## src/hw/rtl/wnpd_pkg.sv

```systemverilog
// Shared types, codes and constants for the wave table NCO with phase distortion.
// No dependencies; every RTL file of the block imports this package.
`default_nettype none

package wnpd_pkg;

    localparam int TABLE_SIZE_DEF = 128;
    localparam int FRAC_W         = 16;
    localparam int SAMPLE_W       = 16;
    localparam int PHASE_W        = 32;
    localparam int CNT_W          = 7;
    localparam int BLEN_W         = 8;
    localparam int POINT_W        = 7;
    localparam int ADDR_W         = 4;
    localparam int DATA_W         = 32;

    localparam logic signed [SAMPLE_W-1:0] DIFF_LIMIT_POS = 16'sd2000;
    localparam logic signed [SAMPLE_W-1:0] DIFF_LIMIT_NEG = -16'sd2000;
    localparam logic [BLEN_W-1:0]          BLOCK_MAX      = 8'd128;
    localparam logic [BLEN_W-1:0]          BLOCK_MIN      = 8'd1;

    localparam logic [1:0] ACT_SAMPLE = 2'd0;
    localparam logic [1:0] ACT_TABLE  = 2'd1;
    localparam logic [1:0] ACT_STEP   = 2'd2;
    localparam logic [1:0] ACT_PHASE  = 2'd3;

    localparam logic [1:0] REG_DIST_ENABLE = 2'd0;
    localparam logic [1:0] REG_DIST_POINT  = 2'd1;
    localparam logic [1:0] REG_BLOCK_LEN   = 2'd2;

    typedef struct packed {
        logic [1:0]          action;
        logic [6:0]          table_index;
        logic [SAMPLE_W-1:0] table_value;
        logic [PHASE_W-1:0]  load_value;
    } in_word_t;

    typedef struct packed {
        logic [SAMPLE_W-1:0] sample;
        logic                block_end;
    } out_word_t;

    typedef struct packed {
        logic               distortion_enable;
        logic [POINT_W-1:0] distortion_point;
        logic [BLEN_W-1:0]  block_length;
    } cfg_t;

    typedef struct packed {
        logic [FRAC_W-1:0] frac;
        logic              block_end;
    } samp_info_t;

endpackage

`default_nettype wire

```

## src/hw/rtl/wnpd_regs.sv

```systemverilog
// APB-style configuration registers: distortion enable, distortion point, block length.
// Depends on wnpd_pkg.
`default_nettype none

module wnpd_regs (
    input  wire logic                        clk,
    input  wire logic                        rst_n,
    input  wire logic                        psel,
    input  wire logic                        penable,
    input  wire logic                        pwrite,
    input  wire logic [wnpd_pkg::ADDR_W-1:0] paddr,
    input  wire logic [wnpd_pkg::DATA_W-1:0] pwdata,
    output logic      [wnpd_pkg::DATA_W-1:0] prdata,
    output logic                             pready,
    output wnpd_pkg::cfg_t                   cfg
);
    import wnpd_pkg::*;

    cfg_t cfg_reg;
    cfg_t cfg_next;
    logic wr_en;

    assign pready = 1'b1;
    assign wr_en  = psel && penable && pwrite;
    assign cfg    = cfg_reg;

    always_comb
    begin
        cfg_next = cfg_reg;
        if (wr_en)
        begin
            unique case (paddr[3:2])
                REG_DIST_ENABLE: cfg_next.distortion_enable = pwdata[0];
                REG_DIST_POINT:  cfg_next.distortion_point  = pwdata[POINT_W-1:0];
                REG_BLOCK_LEN:   cfg_next.block_length      = pwdata[BLEN_W-1:0];
                default:         cfg_next = cfg_reg;
            endcase
        end
    end

    always_ff @(posedge clk or negedge rst_n)
    begin
        if (!rst_n)
        begin
            cfg_reg.distortion_enable <= 1'b0;
            cfg_reg.distortion_point  <= '0;
            cfg_reg.block_length      <= BLOCK_MAX;
        end
        else
        begin
            cfg_reg <= cfg_next;
        end
    end

    always_comb
    begin
        unique case (paddr[3:2])
            REG_DIST_ENABLE: prdata = DATA_W'(cfg_reg.distortion_enable);
            REG_DIST_POINT:  prdata = DATA_W'(cfg_reg.distortion_point);
            REG_BLOCK_LEN:   prdata = DATA_W'(cfg_reg.block_length);
            default:         prdata = '0;
        endcase
    end

endmodule

`default_nettype wire

```

## src/hw/rtl/wnpd_phase.sv

```systemverilog
// Phase accumulator, step with distortion reversal, and block sample counter.
// Produces table read indexes and fraction for each sample word. Depends on wnpd_pkg.
`default_nettype none

module wnpd_phase #(
    parameter int TABLE_SIZE = wnpd_pkg::TABLE_SIZE_DEF,
    localparam int IDX_W     = $clog2(TABLE_SIZE)
) (
    input  wire logic               clk,
    input  wire logic               rst_n,
    input  wire logic               in_fire,
    input  wire wnpd_pkg::in_word_t in_word,
    input  wire wnpd_pkg::cfg_t     cfg,
    output logic [IDX_W-1:0]        rd_idx,
    output logic [IDX_W-1:0]        rd_idx_next,
    output wnpd_pkg::samp_info_t    info
);
    import wnpd_pkg::*;

    localparam int          CMP_W  = (IDX_W > POINT_W) ? IDX_W : POINT_W;
    localparam logic [IDX_W:0] TS_EXT = (IDX_W+1)'(TABLE_SIZE);

    logic [PHASE_W-1:0] phase_reg, phase_next;
    logic [PHASE_W-1:0] step_reg, step_next;
    logic [PHASE_W-1:0] offset_reg, offset_next;
    logic [CNT_W-1:0]   cnt_reg, cnt_next;

    logic [IDX_W:0]     raw_ext;
    logic [IDX_W:0]     idx_ext;
    logic [IDX_W:0]     nxt_ext;
    logic               trigger;
    logic [PHASE_W-1:0] step_eff;
    logic [BLEN_W-1:0]  blen;
    logic [BLEN_W-1:0]  cnt_inc;
    logic               blk_end;
    logic               samp_fire;

    assign samp_fire = in_fire && (in_word.action == ACT_SAMPLE);

    always_comb
    begin
        raw_ext = {1'b0, phase_reg[PHASE_W-1 -: IDX_W]};
        idx_ext = (raw_ext >= TS_EXT) ? raw_ext - TS_EXT : raw_ext;
        nxt_ext = idx_ext + 1'b1;
        if (nxt_ext == TS_EXT)
            nxt_ext = '0;
    end

    assign rd_idx      = idx_ext[IDX_W-1:0];
    assign rd_idx_next = nxt_ext[IDX_W-1:0];

    assign trigger  = cfg.distortion_enable && (rd_idx != '0)
                   && (CMP_W'(rd_idx) == CMP_W'(cfg.distortion_point));
    assign step_eff = trigger ? step_reg - {step_reg[PHASE_W-2:0], 1'b0} : step_reg;

    always_comb
    begin
        priority if (cfg.block_length == '0)
            blen = BLOCK_MIN;
        else if (cfg.block_length > BLOCK_MAX)
            blen = BLOCK_MAX;
        else
            blen = cfg.block_length;
    end

    assign cnt_inc = BLEN_W'(cnt_reg) + 1'b1;
    assign blk_end = (cnt_inc >= blen);

    assign info.frac      = phase_reg[PHASE_W-1-IDX_W -: FRAC_W];
    assign info.block_end = blk_end;

    always_comb
    begin
        phase_next  = phase_reg;
        step_next   = step_reg;
        offset_next = offset_reg;
        cnt_next    = cnt_reg;
        if (in_fire)
        begin
            unique case (in_word.action)
                ACT_SAMPLE:
                begin
                    if (trigger)
                        offset_next = {step_reg[PHASE_W-2:0], 1'b0};
                    step_next  = step_eff;
                    phase_next = phase_reg + step_eff;
                    cnt_next   = blk_end ? '0 : cnt_inc[CNT_W-1:0];
                end
                ACT_STEP:  step_next  = in_word.load_value;
                ACT_PHASE: phase_next = in_word.load_value;
                default:   phase_next = phase_reg;
            endcase
        end
    end

    always_ff @(posedge clk or negedge rst_n)
    begin
        if (!rst_n)
        begin
            phase_reg  <= '0;
            step_reg   <= '0;
            offset_reg <= '0;
            cnt_reg    <= '0;
        end
        else
        begin
            phase_reg  <= phase_next;
            step_reg   <= step_next;
            offset_reg <= offset_next;
            cnt_reg    <= cnt_next;
        end
    end

    // distortion point reached: step reverses sign
    a_step_reverse: assert property (@(posedge clk) disable iff (!rst_n)
        samp_fire && trigger |=> step_reg == -$past(step_reg))
        else $error("step not reversed at distortion point");

    a_offset_doubled: assert property (@(posedge clk) disable iff (!rst_n)
        samp_fire && trigger |=> offset_reg == {$past(step_reg[PHASE_W-2:0]), 1'b0})
        else $error("distortion offset not twice the step");

    a_block_wrap: assert property (@(posedge clk) disable iff (!rst_n)
        samp_fire && blk_end |=> cnt_reg == '0)
        else $error("sample counter not cleared at block end");

endmodule

`default_nettype wire

```

## src/hw/rtl/wnpd_table.sv

```systemverilog
// Wave table memory: one write port, two registered read ports (entry and neighbor).
// Depends on wnpd_pkg for the sample width.
`default_nettype none

module wnpd_table #(
    parameter int TABLE_SIZE = wnpd_pkg::TABLE_SIZE_DEF,
    localparam int IDX_W     = $clog2(TABLE_SIZE)
) (
    input  wire logic                          clk,
    input  wire logic                          wr_en,
    input  wire logic [6:0]                    wr_index,
    input  wire logic [wnpd_pkg::SAMPLE_W-1:0] wr_data,
    input  wire logic                          rd_en,
    input  wire logic [IDX_W-1:0]              rd_addr_a,
    input  wire logic [IDX_W-1:0]              rd_addr_b,
    output logic      [wnpd_pkg::SAMPLE_W-1:0] rd_data_a,
    output logic      [wnpd_pkg::SAMPLE_W-1:0] rd_data_b
);
    import wnpd_pkg::*;

    logic [SAMPLE_W-1:0] mem [TABLE_SIZE];
    logic [15:0]         wr_red;
    logic [IDX_W-1:0]    wr_addr;

    // write index reduced mod table size, restoring steps on a narrow value
    always_comb
    begin
        wr_red = 16'(wr_index);
        for (int k = 3; k >= 0; k--)
        begin
            if (wr_red >= (16'(TABLE_SIZE) << k))
                wr_red = wr_red - (16'(TABLE_SIZE) << k);
        end
    end

    assign wr_addr = wr_red[IDX_W-1:0];

    always_ff @(posedge clk)
    begin
        if (wr_en)
            mem[wr_addr] <= wr_data;
        if (rd_en)
        begin
            rd_data_a <= mem[rd_addr_a];
            rd_data_b <= mem[rd_addr_b];
        end
    end

endmodule

`default_nettype wire

```

## src/hw/rtl/wnpd_interp.sv

```systemverilog
// Linear interpolation between two table entries with a difference limit.
// Combinational; depends on wnpd_pkg.
`default_nettype none

module wnpd_interp (
    input  wire logic [wnpd_pkg::SAMPLE_W-1:0] entry_a,
    input  wire logic [wnpd_pkg::SAMPLE_W-1:0] entry_b,
    input  wire logic [wnpd_pkg::FRAC_W-1:0]   frac,
    output logic      [wnpd_pkg::SAMPLE_W-1:0] sample
);
    import wnpd_pkg::*;

    logic signed [SAMPLE_W-1:0]        diff;
    logic                              too_far;
    logic signed [SAMPLE_W+FRAC_W+1:0] prod;

    assign diff    = $signed(entry_b - entry_a);
    assign too_far = (diff > DIFF_LIMIT_POS) || (diff < DIFF_LIMIT_NEG);
    assign prod    = $signed({diff[SAMPLE_W-1], diff}) * $signed({1'b0, frac});
    assign sample  = too_far ? entry_a : entry_a + prod[SAMPLE_W+FRAC_W-1:FRAC_W];

endmodule

`default_nettype wire

```

## src/hw/rtl/wavetable_nco_phase_distortion_unit.sv

```systemverilog
// Wave table NCO with phase distortion. A sample word passes the table read register, then
// the output register. Throughput: one word per cycle unless a stalled output holds the pipe;
// table, step and phase loads give no result.
// Reset: pipeline empty, phase, step, offset and counter zero, block length 128.
// Wave table contents are undefined after reset until written; no clearing pass.
`default_nettype none

module wavetable_nco_phase_distortion_unit #(
    parameter int TABLE_SIZE = wnpd_pkg::TABLE_SIZE_DEF
) (
    input  wire logic                        clk,
    input  wire logic                        rst_n,
    input  wire logic                        in_valid,
    output logic                             in_ready,
    input  wire wnpd_pkg::in_word_t          in_word,
    output logic                             out_valid,
    input  wire logic                        out_ready,
    output wnpd_pkg::out_word_t              out_word,
    input  wire logic                        psel,
    input  wire logic                        penable,
    input  wire logic                        pwrite,
    input  wire logic [wnpd_pkg::ADDR_W-1:0] paddr,
    input  wire logic [wnpd_pkg::DATA_W-1:0] pwdata,
    output logic      [wnpd_pkg::DATA_W-1:0] prdata,
    output logic                             pready
);
    import wnpd_pkg::*;

    localparam int IDX_W = $clog2(TABLE_SIZE);

    cfg_t                cfg;
    samp_info_t          info;
    samp_info_t          s1_info_reg;
    logic                s1_valid_reg, s1_valid_next;
    logic                out_valid_reg, out_valid_next;
    out_word_t           out_word_reg;
    logic [IDX_W-1:0]    rd_idx, rd_idx_next;
    logic [SAMPLE_W-1:0] entry_a, entry_b;
    logic [SAMPLE_W-1:0] y;
    logic                in_fire, samp_fire, out_free, s1_move;

    assign out_free  = !out_valid_reg || out_ready;
    assign s1_move   = s1_valid_reg && out_free;
    assign in_ready  = !s1_valid_reg || out_free;
    assign in_fire   = in_valid && in_ready;
    assign samp_fire = in_fire && (in_word.action == ACT_SAMPLE);

    wnpd_regs u_regs (
        .clk     (clk),
        .rst_n   (rst_n),
        .psel    (psel),
        .penable (penable),
        .pwrite  (pwrite),
        .paddr   (paddr),
        .pwdata  (pwdata),
        .prdata  (prdata),
        .pready  (pready),
        .cfg     (cfg)
    );

    wnpd_phase #(.TABLE_SIZE(TABLE_SIZE)) u_phase (
        .clk         (clk),
        .rst_n       (rst_n),
        .in_fire     (in_fire),
        .in_word     (in_word),
        .cfg         (cfg),
        .rd_idx      (rd_idx),
        .rd_idx_next (rd_idx_next),
        .info        (info)
    );

    wnpd_table #(.TABLE_SIZE(TABLE_SIZE)) u_table (
        .clk       (clk),
        .wr_en     (in_fire && (in_word.action == ACT_TABLE)),
        .wr_index  (in_word.table_index),
        .wr_data   (in_word.table_value),
        .rd_en     (samp_fire),
        .rd_addr_a (rd_idx),
        .rd_addr_b (rd_idx_next),
        .rd_data_a (entry_a),
        .rd_data_b (entry_b)
    );

    wnpd_interp u_interp (
        .entry_a (entry_a),
        .entry_b (entry_b),
        .frac    (s1_info_reg.frac),
        .sample  (y)
    );

    always_comb
    begin
        priority if (samp_fire)
            s1_valid_next = 1'b1;
        else if (s1_move)
            s1_valid_next = 1'b0;
        else
            s1_valid_next = s1_valid_reg;

        priority if (s1_move)
            out_valid_next = 1'b1;
        else if (out_ready)
            out_valid_next = 1'b0;
        else
            out_valid_next = out_valid_reg;
    end

    always_ff @(posedge clk or negedge rst_n)
    begin
        if (!rst_n)
        begin
            s1_valid_reg  <= 1'b0;
            out_valid_reg <= 1'b0;
        end
        else
        begin
            s1_valid_reg  <= s1_valid_next;
            out_valid_reg <= out_valid_next;
        end
    end

    always_ff @(posedge clk)
    begin
        if (samp_fire)
            s1_info_reg <= info;
        if (s1_move)
        begin
            out_word_reg.sample    <= y;
            out_word_reg.block_end <= s1_info_reg.block_end;
        end
    end

    assign out_valid = out_valid_reg;
    assign out_word  = out_word_reg;

    a_stall_cause: assert property (@(posedge clk) disable iff (!rst_n)
        !in_ready |-> s1_valid_reg && out_valid_reg && !out_ready)
        else $error("input stalled without a full pipeline");

    a_sample_enters: assert property (@(posedge clk) disable iff (!rst_n)
        samp_fire |=> s1_valid_reg)
        else $error("accepted sample word lost before read stage");

    a_stage_drains: assert property (@(posedge clk) disable iff (!rst_n)
        s1_move |=> out_valid_reg)
        else $error("read stage advanced without filling output");

endmodule

`default_nettype wire

```

## config.mk

```make
export PLATFORM = sky130hd
export DESIGN_NAME = wavetable_nco_phase_distortion_unit
export DESIGN_NICKNAME = d
export VERILOG_FILES = /design/src/hw/rtl/wnpd_pkg.sv /design/src/hw/rtl/wnpd_regs.sv /design/src/hw/rtl/wnpd_phase.sv /design/src/hw/rtl/wnpd_table.sv /design/src/hw/rtl/wnpd_interp.sv /design/src/hw/rtl/wavetable_nco_phase_distortion_unit.sv
export SDC_FILE = /design/constraint.sdc
export NUM_CORES = 2
export LEC_CHECK = 0
export BUFFER_PORTS_ARGS = -buffer_cell sky130_fd_sc_hd__clkbuf_2
export CORE_ASPECT_RATIO = 0.8
export CORE_MARGIN = 4
export CORE_UTILIZATION = 60
export CTS_BUF_LIST = sky130_fd_sc_hd__clkbuf_16
export CTS_CLUSTER_DIAMETER = 100
export DETAILED_ROUTE_END_ITERATION = 12
export PLACE_DENSITY = 0.76
export RECOVER_POWER = 25
export SLEW_MARGIN = 15
export SYNTH_ARGS = -nofsm -noshare
export SYNTH_HDL_FRONTEND = slang
export SYNTH_SLANG_ARGS = --single-unit
export TNS_END_PERCENT = 100
```

## constraint.sdc

```tcl
create_clock -name clk -period 21.1 [get_ports clk]
set_input_delay 2.11 -clock clk [delete_from_list [all_inputs] [get_ports clk]]
set_output_delay 2.11 -clock clk [all_outputs]
set_load 0.005 [all_outputs]
```

==> out/qor.yml <==
gr-total-overflow: 0
die_h_um: 398
vias: 66400
drt_first_iter_violations: 10900
io-pin-count: 152
synthCells: 6139
hold_viol: 0
slowest_delay_ps: 610
largest_register_ffs: 2048
slew_headroom: -1.77
grt_pass1_wl_mm: 471
worstSetupEndpointType: "flop"
antenna_found_initial: 42
cp.arrival_ps: 11630
wl_mm: 326
cap_viol_max_count: 28
tns_ps: 0
hold_path_class: "reg -> reg"
synth_common_cells: "2114 x edfxtp_1, 1344 x mux4_2, 327 x inv_1, 271 x nand2_1, 242 x clkbuf_1"
synth_area_per_cell_um2: 18.6
placedCellCount: 8596
nets: 6807
rsz0062_at_grt: "false"
vias_per_cell: 7.36
yosysTopAreaCellShare: 0.556
synth_enable_flop_cells: 2114
ys_ff_latch: 2203
max_slew.worst_pin.slew_ps: 4160
cpMostUsedCell: "fa_1"
post-cts-setup-buffer-count: 0
die_w_um: 496
ctsResizeCount: 0
ys_warn_count: 0
cts_tree: "yes"
finalCritPeriodShare: 0.524
fin_skew_ps: 40.2
core-area_um2: 188000
rows: 142
synth_top_area_cell: "edfxtp_1"
yosysSeqAreaShare: 0.576
cts_root_buffer: "clkbuf_16"
clock-sinks: 2203
gp_routability_congestion: 0.949
final_antenna_net_count: 0
run_status: "complete, but fails checks"
worstSkewPairLatency_ps: 860
synth_cell_types: 85
drt_drc_violations_left: 0
portBuffers: 100
cp.required_ps: 21690
synthArstFlopShare: 0.0404
crit_path_max_fanout: 18
dr.pass1.iters: 6
area_growth_pct: 9.96
first_global_vias: 65700
slew_violations: 1642
synth.area.top_cells: "edfxtp_1 56%, mux4_2 27%, fa_1 3.5%"
worst_path_max_delay_cell: "nand3_1"
start_util: 0.606
dpl.hpwl_mm: 199
cts_made_buffers: 209
fin_cells: 9015
hold_buffers: 0
post_drt_wl_per_cell_um: 36.1
clk_pin_slew_ps: 60
yosysMostFrequentCell: "edfxtp_1"
criticalPathCategory: "reg -> reg"
failed_checks: "max-capacitance violations, max-slew violations"
drive_gt1_frac: 0.339
dieArea_um2: 197000
synth_flop_cell: "edfxtp_1"
start_kind: "flop"
max_freq_mhz: 90.5
layout_min_cycle_time_ps: 11050
grt_util_all_layers: 0.335
setup_viol: 0
grt_max_degree: 171
synth_area_um2: 114000
htree_levels: 4
clockBufferDepth: 3
## cells by family after synthesis
group / Yosys count / synth area share
xor gates and xnor gates: 98 / 0.00764
and+or+nand+nor: 801 / 0.0327
muxes: 1429 / 0.273
AOI/OAI and AO/OA: 447 / 0.0255
buffers and inverters: 739 / 0.0255
adders and majority gates: 420 / 0.0590
DFF: 2203 / 0.576
other: 2 / 0.0000658
## placed cells by master (no fill, tap or decap), drive strengths merged, types with 25 or more instances in the layout
| cell | n |
|---|---|
| edfxtp | 2114 |
| mux4 | 1344 |
| inv | 364 |
| clkbuf | 323 |
| nand2 | 271 |
| ha | 223 |
| nor2 | 219 |
| buf | 212 |
| fa | 197 |
| o21ai | 141 |
| a21oi | 109 |
| clkinv | 104 |
| and2 | 102 |
| dfrtp | 88 |
| xnor2 | 62 |
| mux2 | 55 |
| nand3 | 42 |
| nor2b | 42 |
| a21o | 41 |
| xor2 | 35 |
| nor3 | 34 |
| mux2i | 30 |
| diode | 27 |
| bufinv | 26 |
| conb | 25 |
## worst max-delay path, delay by kind of cell, from the launching register on
family                   cells  cell delay (ps)
adder cells (fa/ha/maj)     10             4130
buffers and inverters        3              150
AO/OA/AOI/OAI               12             3290
XOR/XNOR                     3              550
flip-flops                   1              420
AND/OR/NAND/NOR              8             2240
## stage by stage
step | utilization | setup slack (ps) | area (µm²) | hold WS, ps
floorplan | - | 11490 | 114000 | 400
global placement | 0.630 | 10320 | 118000 | 412
detailed placement | 0.630 | 10100 | 118000 | 424
CTS | 0.667 | 10030 | 125000 | 442
global route | 0.666 | 9360 | 125000 | 452
finish | 0.667 | 10050 | 125000 | 444
## cell type report
type / instances / area, µm²
Tap cell: 2520 / 3150
Antenna cell: 27 / 67.6
Clock buffer: 212 / 5310
Inverter: 330 / 1250
Fill cell: 11800 / 62700
Multi-Input combinational cell: 3220 / 46000
Timing Repair Buffer: 323 / 2210
Clock inverter: 180 / 1720
Sequential cell: 2203 / 65700
## path summary, 6_finish.rpt
| check | endpoint | depth (start not counted) | from | slack (ps) |
|---|---|---|---|---|
| min in group asynchronous | u_phase.step_reg[13] | 1 | rst_n | 1750 |
| worst max register to register | out_word[16] | 36 | u_table.rd_data_a[0] | 10050 |
| worst min register to register | out_word[0] | 0 | s1_info_reg[0] | 440 |
| worst max-delay path | out_word[16] | 36 | u_table.rd_data_a[0] | 10050 |
| max in group asynchronous | u_phase.phase_reg[26] | 2 | rst_n | 14790 |
| worst min-delay path | out_word[0] | 0 | s1_info_reg[0] | 440 |
## routing by layer
layer,wire length (µm),track usage,vias up
li1,-,-,25600
met1,116000,0.482,34600
met2,145000,0.477,5458
met3,51200,0.124,728
met4,13600,0.124,22
met5,126,0,-
Power is left out: the tool's default activity adds up to more than one toggle a clock period on the data nets, which glitch-free logic cannot reach.
